**src/design/cic4_pkg.sv**
```systemverilog
// Shared types and constants for the four-stage CIC interpolator.
// No dependencies; every other file in the design imports this package.
`default_nettype none
package cic4_pkg;

    localparam int STAGES      = 4;
    localparam int COMB_GROWTH = 4;
    localparam int OUT_W       = 24;
    localparam int RATE_W      = 3;
    localparam int PADDR_W     = 3;
    localparam int PDATA_W     = 32;
    localparam int REG_IDX_W   = 1;

    localparam logic [RATE_W-1:0]    RATE_RESET    = 3'd2;
    localparam logic [REG_IDX_W-1:0] REG_RATE_LOG2 = 1'b0;

    // One integrator update travelling down the pipeline.
    typedef struct packed {
        logic valid;
        logic last;
    } t_tok;

    // Status of the feed stage that replays one comb result R times.
    typedef struct packed {
        logic busy;
        logic last;
    } t_feed_stat;

endpackage
`default_nettype wire

```
**src/design/cic4_comb.sv**
```systemverilog
// Comb cascade: four differences, each against its own one-sample delay.
// Depends on cic4_pkg.
`default_nettype none
module cic4_comb #(
    parameter int SAMPLE_WIDTH = 16
) (
    input  wire logic                                         i_clk,
    input  wire logic                                         i_rst_n,
    input  wire logic                                         i_load,
    input  wire logic signed [SAMPLE_WIDTH-1:0]               i_sample,
    output logic signed [SAMPLE_WIDTH+cic4_pkg::COMB_GROWTH-1:0] o_diff
);
    import cic4_pkg::*;

    localparam int COMB_W = SAMPLE_WIDTH + COMB_GROWTH;

    logic signed [COMB_W-1:0] r_dly [STAGES];
    logic signed [COMB_W-1:0] c     [STAGES+1];

    always_comb begin
        c[0] = COMB_W'(i_sample);
        for (int k = 0; k < STAGES; k++) begin
            c[k+1] = c[k] - r_dly[k];
        end
    end

    assign o_diff = c[STAGES];

    always_ff @(posedge i_clk) begin
        if (!i_rst_n) begin
            for (int k = 0; k < STAGES; k++) begin
                r_dly[k] <= '0;
            end
        end else if (i_load) begin
            for (int k = 0; k < STAGES; k++) begin
                r_dly[k] <= c[k];
            end
        end
    end

endmodule
`default_nettype wire

```
**src/design/cic4_integ.sv**
```systemverilog
// Feed stage and skewed integrator pipeline: the held comb result is issued R
// times and each integrator stage adds the update that the stage before it registered.
// Depends on cic4_pkg.
`default_nettype none
module cic4_integ #(
    parameter int SAMPLE_WIDTH  = 16,
    parameter int MAX_RATE_LOG2 = 6
) (
    input  wire logic                                            i_clk,
    input  wire logic                                            i_rst_n,
    input  wire logic                                            i_advance,
    input  wire logic                                            i_in_valid,
    input  wire logic signed [SAMPLE_WIDTH+cic4_pkg::COMB_GROWTH-1:0] i_diff,
    input  wire logic [MAX_RATE_LOG2-1:0]                        i_run_last,
    output logic                                                 o_ready,
    output cic4_pkg::t_feed_stat                                 o_stat,
    output cic4_pkg::t_tok                                       o_tok,
    output logic signed [SAMPLE_WIDTH+4*MAX_RATE_LOG2-1:0]       o_integ
);
    import cic4_pkg::*;

    localparam int INT_W = SAMPLE_WIDTH + 4 * MAX_RATE_LOG2;
    localparam int CNT_W = MAX_RATE_LOG2;

    logic                    r_busy;
    logic [CNT_W-1:0]        r_cnt;
    logic signed [INT_W-1:0] r_feed;
    logic signed [INT_W-1:0] r_int [STAGES];
    t_tok                    r_tok [STAGES];
    logic                    feed_last;
    logic                    accept;

    assign feed_last = (r_cnt == '0);
    assign o_ready   = !r_busy || (i_advance && feed_last);
    assign accept    = i_in_valid && o_ready;
    assign o_stat    = '{busy: r_busy, last: feed_last};
    assign o_tok     = r_tok[STAGES-1];
    assign o_integ   = r_int[STAGES-1];

    always_ff @(posedge i_clk) begin
        if (!i_rst_n) begin
            r_busy <= 1'b0;
            r_cnt  <= '0;
        end else if (accept) begin
            r_busy <= 1'b1;
            r_cnt  <= i_run_last;
        end else if (i_advance && r_busy) begin
            if (feed_last) begin
                r_busy <= 1'b0;
            end else begin
                r_cnt <= r_cnt - 1'b1;
            end
        end
    end

    always_ff @(posedge i_clk) begin
        if (accept) begin
            r_feed <= INT_W'(i_diff);
        end
    end

    // Stage k works on the update that stage k-1 finished at the previous advance,
    // so every integrator sees the same sequence of values as a direct chain.
    always_ff @(posedge i_clk) begin
        if (!i_rst_n) begin
            for (int k = 0; k < STAGES; k++) begin
                r_int[k] <= '0;
                r_tok[k] <= '0;
            end
        end else if (i_advance) begin
            if (r_busy) begin
                r_int[0] <= r_int[0] + r_feed;
            end
            r_tok[0] <= '{valid: r_busy, last: feed_last};
            for (int k = 1; k < STAGES; k++) begin
                if (r_tok[k-1].valid) begin
                    r_int[k] <= r_int[k] + r_int[k-1];
                end
                r_tok[k] <= r_tok[k-1];
            end
        end
    end

endmodule
`default_nettype wire

```
**src/design/cic4_outsat.sv**
```systemverilog
// Output stage: arithmetic right shift, saturation to 24 bits and the result
// register that parts the pipeline from the downstream stall. Depends on cic4_pkg.
`default_nettype none
module cic4_outsat #(
    parameter int SAMPLE_WIDTH  = 16,
    parameter int MAX_RATE_LOG2 = 6
) (
    input  wire logic                                      i_clk,
    input  wire logic                                      i_rst_n,
    input  wire cic4_pkg::t_tok                            i_tok,
    input  wire logic signed [SAMPLE_WIDTH+4*MAX_RATE_LOG2-1:0] i_integ,
    input  wire logic [$clog2(4*MAX_RATE_LOG2+1)-1:0]      i_shift,
    input  wire logic                                      i_out_stall,
    output logic                                           o_advance,
    output logic                                           o_out_valid,
    output logic signed [cic4_pkg::OUT_W-1:0]              o_sample_out,
    output logic                                           o_last_of_run
);
    import cic4_pkg::*;

    localparam int INT_W = SAMPLE_WIDTH + 4 * MAX_RATE_LOG2;
    localparam int EXT_W = (INT_W > OUT_W) ? INT_W : OUT_W;

    logic signed [INT_W-1:0] shifted;
    logic signed [EXT_W-1:0] ext;
    logic [EXT_W-OUT_W:0]    upper;
    logic signed [OUT_W-1:0] sat;

    logic                    r_valid;
    logic signed [OUT_W-1:0] r_sample;
    logic                    r_last;

    always_comb begin
        shifted = i_integ >>> i_shift;
        ext     = EXT_W'(shifted);
        upper   = ext[EXT_W-1:OUT_W-1];
        // In range when every bit from the output sign bit upward agrees.
        if ((&upper) || !(|upper)) begin
            sat = ext[OUT_W-1:0];
        end else if (ext[EXT_W-1]) begin
            sat = {1'b1, {(OUT_W-1){1'b0}}};
        end else begin
            sat = {1'b0, {(OUT_W-1){1'b1}}};
        end
    end

    assign o_advance = !r_valid || !i_out_stall;

    always_ff @(posedge i_clk) begin
        if (!i_rst_n) begin
            r_valid <= 1'b0;
        end else if (o_advance) begin
            r_valid <= i_tok.valid;
        end
    end

    always_ff @(posedge i_clk) begin
        if (o_advance) begin
            r_sample <= sat;
            r_last   <= i_tok.last;
        end
    end

    assign o_out_valid   = r_valid;
    assign o_sample_out  = r_sample;
    assign o_last_of_run = r_last;

endmodule
`default_nettype wire

```
**src/design/cic_interpolator_order4.sv**
```systemverilog
// Four-stage CIC interpolator top level: configuration register, comb cascade,
// integrator pipeline and output stage. Depends on cic4_pkg and the cic4_* modules.
//
// Each input beat yields R = 2^rate_log2 output beats (R = 4 after reset), one
// per clock while the output is not stalled, so the block takes one input per R
// output beats; the single result per cycle from the integrator pipeline sets
// that limit. A new input is taken in the same cycle as the last feed of the
// previous one, so runs follow each other with no gap. The first output of a
// run goes from the feed register, which loads at the edge that accepts its
// input beat, through the four integrator stages to the output register.
// rate_log2 of 0 acts as 1 and values above MAX_RATE_LOG2 act as MAX_RATE_LOG2;
// write it only while the block is idle.
`default_nettype none
module cic_interpolator_order4 #(
    parameter int SAMPLE_WIDTH  = 16,
    parameter int MAX_RATE_LOG2 = 6
) (
    input  wire logic                                 i_clk,
    input  wire logic                                 i_rst_n,
    input  wire logic                                 i_in_valid,
    output logic                                      o_in_stall,
    input  wire logic signed [SAMPLE_WIDTH-1:0]       i_sample_in,
    output logic                                      o_out_valid,
    input  wire logic                                 i_out_stall,
    output logic signed [cic4_pkg::OUT_W-1:0]         o_sample_out,
    output logic                                      o_last_of_run,
    input  wire logic                                 psel,
    input  wire logic                                 penable,
    input  wire logic                                 pwrite,
    input  wire logic [cic4_pkg::PADDR_W-1:0]         paddr,
    input  wire logic [cic4_pkg::PDATA_W-1:0]         pwdata,
    output logic [cic4_pkg::PDATA_W-1:0]              prdata,
    output logic                                      pready
);
    import cic4_pkg::*;

    localparam int COMB_W = SAMPLE_WIDTH + COMB_GROWTH;
    localparam int INT_W  = SAMPLE_WIDTH + 4 * MAX_RATE_LOG2;
    localparam int CNT_W  = MAX_RATE_LOG2;
    localparam int SH_W   = $clog2(4 * MAX_RATE_LOG2 + 1);

    logic [RATE_W-1:0]       r_rate;
    logic [RATE_W-1:0]       eff_rate;
    logic [CNT_W-1:0]        run_last;
    logic [SH_W-1:0]         shift;
    logic                    cfg_wr;
    logic [REG_IDX_W-1:0]    reg_idx;
    logic                    in_ready;
    logic                    in_accept;
    logic                    advance;
    logic signed [COMB_W-1:0] comb_diff;
    t_feed_stat              feed_stat;
    t_tok                    tail_tok;
    logic signed [INT_W-1:0] tail_integ;

    // Configuration port.
    assign pready  = 1'b1;
    assign reg_idx = paddr[PADDR_W-1:PADDR_W-REG_IDX_W];
    assign cfg_wr  = psel && penable && pwrite && pready;

    always_ff @(posedge i_clk) begin
        if (!i_rst_n) begin
            r_rate <= RATE_RESET;
        end else if (cfg_wr && (reg_idx == REG_RATE_LOG2)) begin
            r_rate <= pwdata[RATE_W-1:0];
        end
    end

    always_comb begin
        prdata = '0;
        if (reg_idx == REG_RATE_LOG2) begin
            prdata[RATE_W-1:0] = r_rate;
        end
    end

    always_comb begin
        priority if (r_rate == '0) begin
            eff_rate = RATE_W'(1);
        end else if (r_rate > RATE_W'(MAX_RATE_LOG2)) begin
            eff_rate = RATE_W'(MAX_RATE_LOG2);
        end else begin
            eff_rate = r_rate;
        end
    end

    assign run_last = CNT_W'((1 << eff_rate) - 1);
    assign shift    = SH_W'({eff_rate, 2'b00});

    assign o_in_stall = !in_ready;
    assign in_accept  = i_in_valid && in_ready;

    cic4_comb #(
        .SAMPLE_WIDTH (SAMPLE_WIDTH)
    ) u_comb (
        .i_clk    (i_clk),
        .i_rst_n  (i_rst_n),
        .i_load   (in_accept),
        .i_sample (i_sample_in),
        .o_diff   (comb_diff)
    );

    cic4_integ #(
        .SAMPLE_WIDTH  (SAMPLE_WIDTH),
        .MAX_RATE_LOG2 (MAX_RATE_LOG2)
    ) u_integ (
        .i_clk      (i_clk),
        .i_rst_n    (i_rst_n),
        .i_advance  (advance),
        .i_in_valid (i_in_valid),
        .i_diff     (comb_diff),
        .i_run_last (run_last),
        .o_ready    (in_ready),
        .o_stat     (feed_stat),
        .o_tok      (tail_tok),
        .o_integ    (tail_integ)
    );

    cic4_outsat #(
        .SAMPLE_WIDTH  (SAMPLE_WIDTH),
        .MAX_RATE_LOG2 (MAX_RATE_LOG2)
    ) u_outsat (
        .i_clk         (i_clk),
        .i_rst_n       (i_rst_n),
        .i_tok         (tail_tok),
        .i_integ       (tail_integ),
        .i_shift       (shift),
        .i_out_stall   (i_out_stall),
        .o_advance     (advance),
        .o_out_valid   (o_out_valid),
        .o_sample_out  (o_sample_out),
        .o_last_of_run (o_last_of_run)
    );

    // Reset leaves the pipeline empty and ready for a beat.
    a_reset_empty: assert property (@(posedge i_clk)
        !i_rst_n |=> !o_out_valid && !o_in_stall)
        else $error("pipeline not empty after reset");

    // An accepted beat always starts a run in the feed stage.
    a_accept_starts_run: assert property (@(posedge i_clk) disable iff (!i_rst_n)
        in_accept |=> feed_stat.busy)
        else $error("accepted beat did not start a run");

    // Inputs are held off while a run still has feeds other than its last.
    a_stall_mid_run: assert property (@(posedge i_clk) disable iff (!i_rst_n)
        (feed_stat.busy && !feed_stat.last) |-> o_in_stall)
        else $error("input taken in the middle of a run");

endmodule
`default_nettype wire
```
**config.mk**
```make
export PLATFORM = sky130hd
export DESIGN_NAME = cic_interpolator_order4
export DESIGN_NICKNAME = d
export VERILOG_FILES = /design/src/design/cic4_pkg.sv /design/src/design/cic4_comb.sv /design/src/design/cic4_integ.sv /design/src/design/cic4_outsat.sv /design/src/design/cic_interpolator_order4.sv
export SDC_FILE = /design/constraint.sdc
export NUM_CORES = 1
export LEC_CHECK = 0
export BUFFER_PORTS_ARGS = -buffer_cell sky130_fd_sc_hd__buf_2
export CAP_MARGIN = 20
export CORE_ASPECT_RATIO = 1.2
export CORE_UTILIZATION = 55
export CTS_CLUSTER_SIZE = 25
export DETAILED_ROUTE_END_ITERATION = 6
export PLACE_DENSITY = 0.85
export SETUP_SLACK_MARGIN = 0.2
export SLEW_MARGIN = 40
export SYNTH_ARGS = -nofsm -noshare
export SYNTH_HDL_FRONTEND = slang
export SYNTH_SLANG_ARGS = --single-unit
export TNS_END_PERCENT = 5
```
**constraint.sdc**
```tcl
create_clock -name i_clk -period 5.9 [get_ports i_clk]
set_input_delay 0 -clock i_clk [delete_from_list [all_inputs] [get_ports i_clk]]
set_output_delay 0 -clock i_clk [all_outputs]
set_load 0.05 [all_outputs]
```
; ---- After elaboration in Yosys (flattened, before gate mapping)
; Memory sizes are Yosys's and may differ from the RTL's.
; Index checks and enable logic that the tools add are counted.
[word_totals]
input_bits = 58
ramBits = 248
n_memories = 3
reg_bits = 56
word_cells = 105
[memory_table]
columns = name, depth, width, rd, rd_clocked_by_memory_dff, write_ports, line_no
row1 = u_integ.r_int, 4, 40, 4, 0, 4, cic4_integ.sv:28  ; logic signed [INT_W-1:0] r_int [STAGES];
row2 = u_comb.r_dly, 4, 20, 4, 0, 4, cic4_comb.sv:17  ; logic signed [COMB_W-1:0] r_dly [STAGES];
row3 = u_integ.r_tok, 4, 2, 4, 0, 4, cic4_integ.sv:29  ; t_tok r_tok [STAGES];
[op_classes]
eq_ne = 1
n_lt_le_gt_ge = 1
n_shift = 2
n_reduce_logical = 22
addsub = 10
bitwise = 13
mux = 46
[op_table]
columns = operator, count
row1 = 40-bit two-way mux, 4
row2 = 40-bit adder, 3
row3 = 20-bit two-way mux, 4
row4 = 20-bit subtractor, 3
row5 = 24-bit two-way mux, 2
row6 = 40-bit by 20-bit adder with 40-bit output, 1
row7 = 40-bit by 5-bit >>> shifter with 40-bit output, 1
row8 = 1-bit two-way mux, 26
row9 = 16-bit by 20-bit subtractor with 20-bit output, 1
row10 = 6-bit two-way mux, 3
row11 = 17-bit AND reduction, 1
row12 = 17-bit OR reduction, 1
row13 = 1-bit OR, 12
row14 = 3-bit two-way mux, 3
row15 = 2-bit two-way mux, 4
row16 = 1-bit logical AND, 6
row17 = 6-bit zero test, 1
row18 = "1-bit by 3-bit << shifter with 6-bit output, first input constant", 1
row19 = "6-bit by 1-bit subtractor with 6-bit output, second input constant", 1
row20 = "6-bit by 2-bit subtractor with 6-bit output, second input constant", 1
row21 = 1-bit zero test, 5
row22 = 2-bit AND reduction, 2
row23 = 2-bit nonzero test, 2
row24 = "3-bit greater-than comparator, second input constant", 1
row25 = 4 further kinds, 6

; ---- Longest topological paths before layout
[logic_depth]
word_depth = 9
mapped_depth = 32
depth_no_buf = 32

; ---- Hierarchy
; Synthesis repeated with hierarchy kept, for this count alone.
[unflattened]
cells_unflattened = 2825
hier_area_um2 = 26679.3
[modules_own_cells]
columns = mod, instances, cells_per_inst, area_each_um2, seq_area_each_um2
row1 = cic4_integ, 1, 1661, 15409.8, 5785.5
row2 = cic4_comb, 1, 706, 6473.7, 2282.2
row3 = cic4_outsat, 1, 391, 4301.6, 770.7
row4 = cic_interpolator_order4, 1, 67, 494.2, 60.1

; ---- Worst setup path before layout
; Ideal clock, no wire load.
[synth_timing]
kind = reg-to-reg
from = memory u_comb.r_dly[0][0] (netlist name)
to = register u_integ.r_feed[19] (netlist name)
required_time_ns = 5.632
setup_ns = 0.268
path_stages_with_launch = 31
slack_ns = -0.247
t_arrival_ns = 5.879
path_cell_list = edfxtp_1 ha_1 fa_1 nor2b_1 o21ai_1 a21boi_1 o21ai_1 a21oi_1 o21a_1 nor2_1 xnor2_1 ha_1 a21o_1 a211oi_2 o31a_1 o21ai_0 o21a_1 nor2_1 xnor2_1 ha_1 or2_2 nor4_1 nor2_1 a21o_1 a211oi_1 nor3_1 ha_1 and3_1 a211o_1 a21oi_1 xnor3_1
[synth_lines]
columns = item, line_no
row1 = start: declaration, cic4_comb.sv:17

==> results.json <==
{
  "fmax_mhz": 157.8,
  "antenna_found_initial": 0,
  "synth_common_cells": "edfxtp_1, nor2_1, ha_1, a21oi_1, inv_1",
  "setup_slack_ps": -439.0,
  "synth_area_per_cell_um2": 9.446,
  "worst_slew_pin_slew_ps": 822.3,
  "stdcell_area_um2": 26360,
  "syn_inst": 2478,
  "cts_tree": "done",
  "setup_viol_count_final": 5,
  "cp_max_fo": 4,
  "detailed_place_hpwl_mm": 41.02,
  "reg2reg_depth": 30,
  "critical-path-top-delay-family": "compound AO/OA/AOI/OAI gates",
  "vias_per_cell": 6.056,
  "synth_largest_area_cell": "edfxtp_1",
  "slowest_delay_ps": 400,
  "syn_area_um2": 23410,
  "fin_skew_ps": 21.86,
  "rsz0062_at_grt": "true",
  "yosysSeqAreaShare": 0.3802,
  "hold_viol_final": 0,
  "synth_ff_type": "edfxtp_1",
  "die_w_um": 190.3,
  "hold_path_class": "in2reg",
  "cts.sinks": 300,
  "slew_headroom": 0.4518,
  "antenna_cells": 0,
  "design.final.nets": 2918,
  "clockRootBuffer": "clkbuf_16",
  "worstSetupPathType": "reg2reg",
  "endpoint": "u_integ.r_feed[19]",
  "vias": 19350,
  "ys_top_cells_by_area": "edfxtp_1, ha_1, a21oi_1",
  "grt_pass1_wl_mm": 90.74,
  "cp.depth": 30,
  "num_rows": 82,
  "r2r_setup_slack_ps": -440,
  "synth-edff-count": 289,
  "numPortBuffers": 56,
  "global_route.overflow_total": 0,
  "initial_core_util": 0.5592,
  "end_kind": "register",
  "power_uw": 13670,
  "min_period_ps": 6339,
  "synthDistinctLibCells": 91,
  "die-area_um2": 43390,
  "fin_hold_ws_ps": 40.76,
  "min_period_over_period": 1.074,
  "numCtsBuffers": 36,
  "clk_pin_slew_ps": 60,
  "dpl_cell_area_um2": 24650,
  "wl_mm": 56.53,
  "drive_gt1_frac": 0.1110,
  "worst-endpoint-arrival_ps": 6640,
  "crit_buf_inv": 1,
  "gp_congestion": 0.9452,
  "grt_use_total": 0.2544,
  "grt_pass1_vias": 19416,
  "grt_max_degree": 77,
  "crit_path_start_kind": "register",
  "reg2reg_from": "u_comb.r_dly[0][0]",
  "htree_levels": 2,
  "leakage_uw": 0.01117,
  "synth_seq_cells": 300,
  "max_cap_viol_count": 0,
  "netlist.area_leader.share": 0.3708,
  "dr.pass1.iters": 5,
  "clk-insertion-delay-late_ps": 570,
  "die_y_um": 228.0,
  "status": "complete, but fails checks",
  "critPathMostFrequentCell": "a21oi_2",
  "r2r-end": "u_integ.r_feed[19]",
  "critPathLaunch": "u_comb.r_dly[0][0]",
  "powerDensity_nw_per_um2": 518.7,
  "ios": 118,
  "cp_slowest_cell": "fa_2",
  "dpl.cell_count": 3093,
  "core-area_um2": 41860,
  "violations": "setup timing",
  "ir_worst_vdd_uv": 380.2,
  "yosys.cell_count.top_type": "edfxtp_1",
  "drv_slew": 0,
  "routedWlPerCell_um": 17.69,
  "syn2layout_area_growth_pct": 12.59,
  "drc": 0,
  "final_cells": 3195,
  "place_ws_ps": -354.2,
  "yosysWarnings": 0,
  "final_antenna_net_count": 0,
  "ys_async_sr_fraction": 0,
  "clk_path_buf_depth": 3,
  "first_iter_violations": 1138,
  "cp.required_ps": 6200
}
## worst min-delay path, delay by kind of cell
family	cells	cell delay, ps
buf+inv	1	330
simple gates	2	180
## layout make-up
type,instances,area [µm²]
clock buffer,49,979.7
clock inverter,17,111.4
fill,3226,15500
inverter,158,593.1
multi-input combinational,1958,13910
sequential,300,8900
tap,546,683.2
timing repair buffer,167,1182
## cell families (layout without fill, tap and decap cells)
kind of cell / after synthesis / in the layout / synth area share
other: 2 / 30 / 0.0003208
AO/OA/AOI/OAI: 689 / 689 / 0.1921
buffers and inverters: 248 / 391 / 0.04479
adder cells (fa/ha/maj): 239 / 239 / 0.1303
multiplexers: 54 / 54 / 0.02646
flip-flops: 300 / 300 / 0.3802
AND/OR/NAND/NOR: 782 / 782 / 0.1639
XOR/XNOR: 164 / 164 / 0.06195
## layer usage
metal | vias up | part of all wire | wire length [µm] | track usage
met1 | 9280 | 0.39 | 21810 | 0.2727
met5 | - | 0 | 0 | 0
met2 | 569 | 0.53 | 30070 | 0.4818
li1 | 9341 | - | - | -
met4 | 0 | 0.042 | 2347 | 0.1183
met3 | 160 | 0.041 | 2303 | 0.03662
## how the worst min path moves through the flow
stage | start | endpoint | slack, ps | cells after the start
3_3_place_gp | i_in_valid | u_integ.r_busy | 230 | 2
5_1_grt | i_rst_n | u_integ.r_cnt[1] | 80 | 2
2_1_floorplan | i_in_valid | u_integ.r_busy | 120 | 1
4_1_cts | i_rst_n | u_integ.r_cnt[5] | 20 | 3
3_5_place_dp | pwdata[1] | r_rate[1] | 270 | 3
6_report | i_rst_n | u_integ.r_cnt[5] | 40 | 3
## cell usage in the layout (no fill, tap or decap), drive strengths merged, types with 14 or more instances in the layout
cell type,instances
edfxtp,289
nor2,252
ha,231
a21oi,211
inv,161
o21ai,149
buf,141
nand2,134
xnor2,103
a21o,85
and2,84
nor3,74
xor2,60
clkbuf,49
nor2b,47
mux2i,45
a211oi,44
nand3,43
o21a,37
nand2b,36
conb,30
dlygate4sd3,26
and3,23
o21bai,20
nand4,20
o211ai,16
a31oi,16
o31ai,15
or3,14
## sequential cells by signal, indices dropped and copies added (netlist names), 3 cells and up
signal,count
r_rate,3
u_comb.r_dly,76
u_integ.r_cnt,6
u_integ.r_feed,20
u_integ.r_int,160
u_integ.r_tok,8
u_outsat.o_sample_out,24
## report_power, final
group | switching, µW | internal, µW | total, µW
sequential | 198 | 2970 | 3160
combinational | 4580 | 3830 | 8410
clock | 926 | 1180 | 2100
total | 5710 | 7970 | 13700
## what timing repair did
action / in CTS / in global routing
gates resized for setup: 30 / 31
hold endpoints to repair: 22 / 0
endpoints found under the setup margin: 6 / 11
buffers inserted: 7 / 3
pin swaps: 24 / 20
hold buffers: 26 / 0
## stage by stage
| stage | util | TNS, ps |
|---|---|---|
| 2_1_floorplan | - | 0 |
| 3_3_place_gp | 0.5885 | -73.39 |
| 3_5_place_dp | 0.5888 | -646.6 |
| 4_1_cts | 0.6255 | -245.4 |
| 5_1_grt | 0.6296 | -2515 |
| 6_report | 0.6296 | -1183 |
Power figures use the tool's default switching activity.
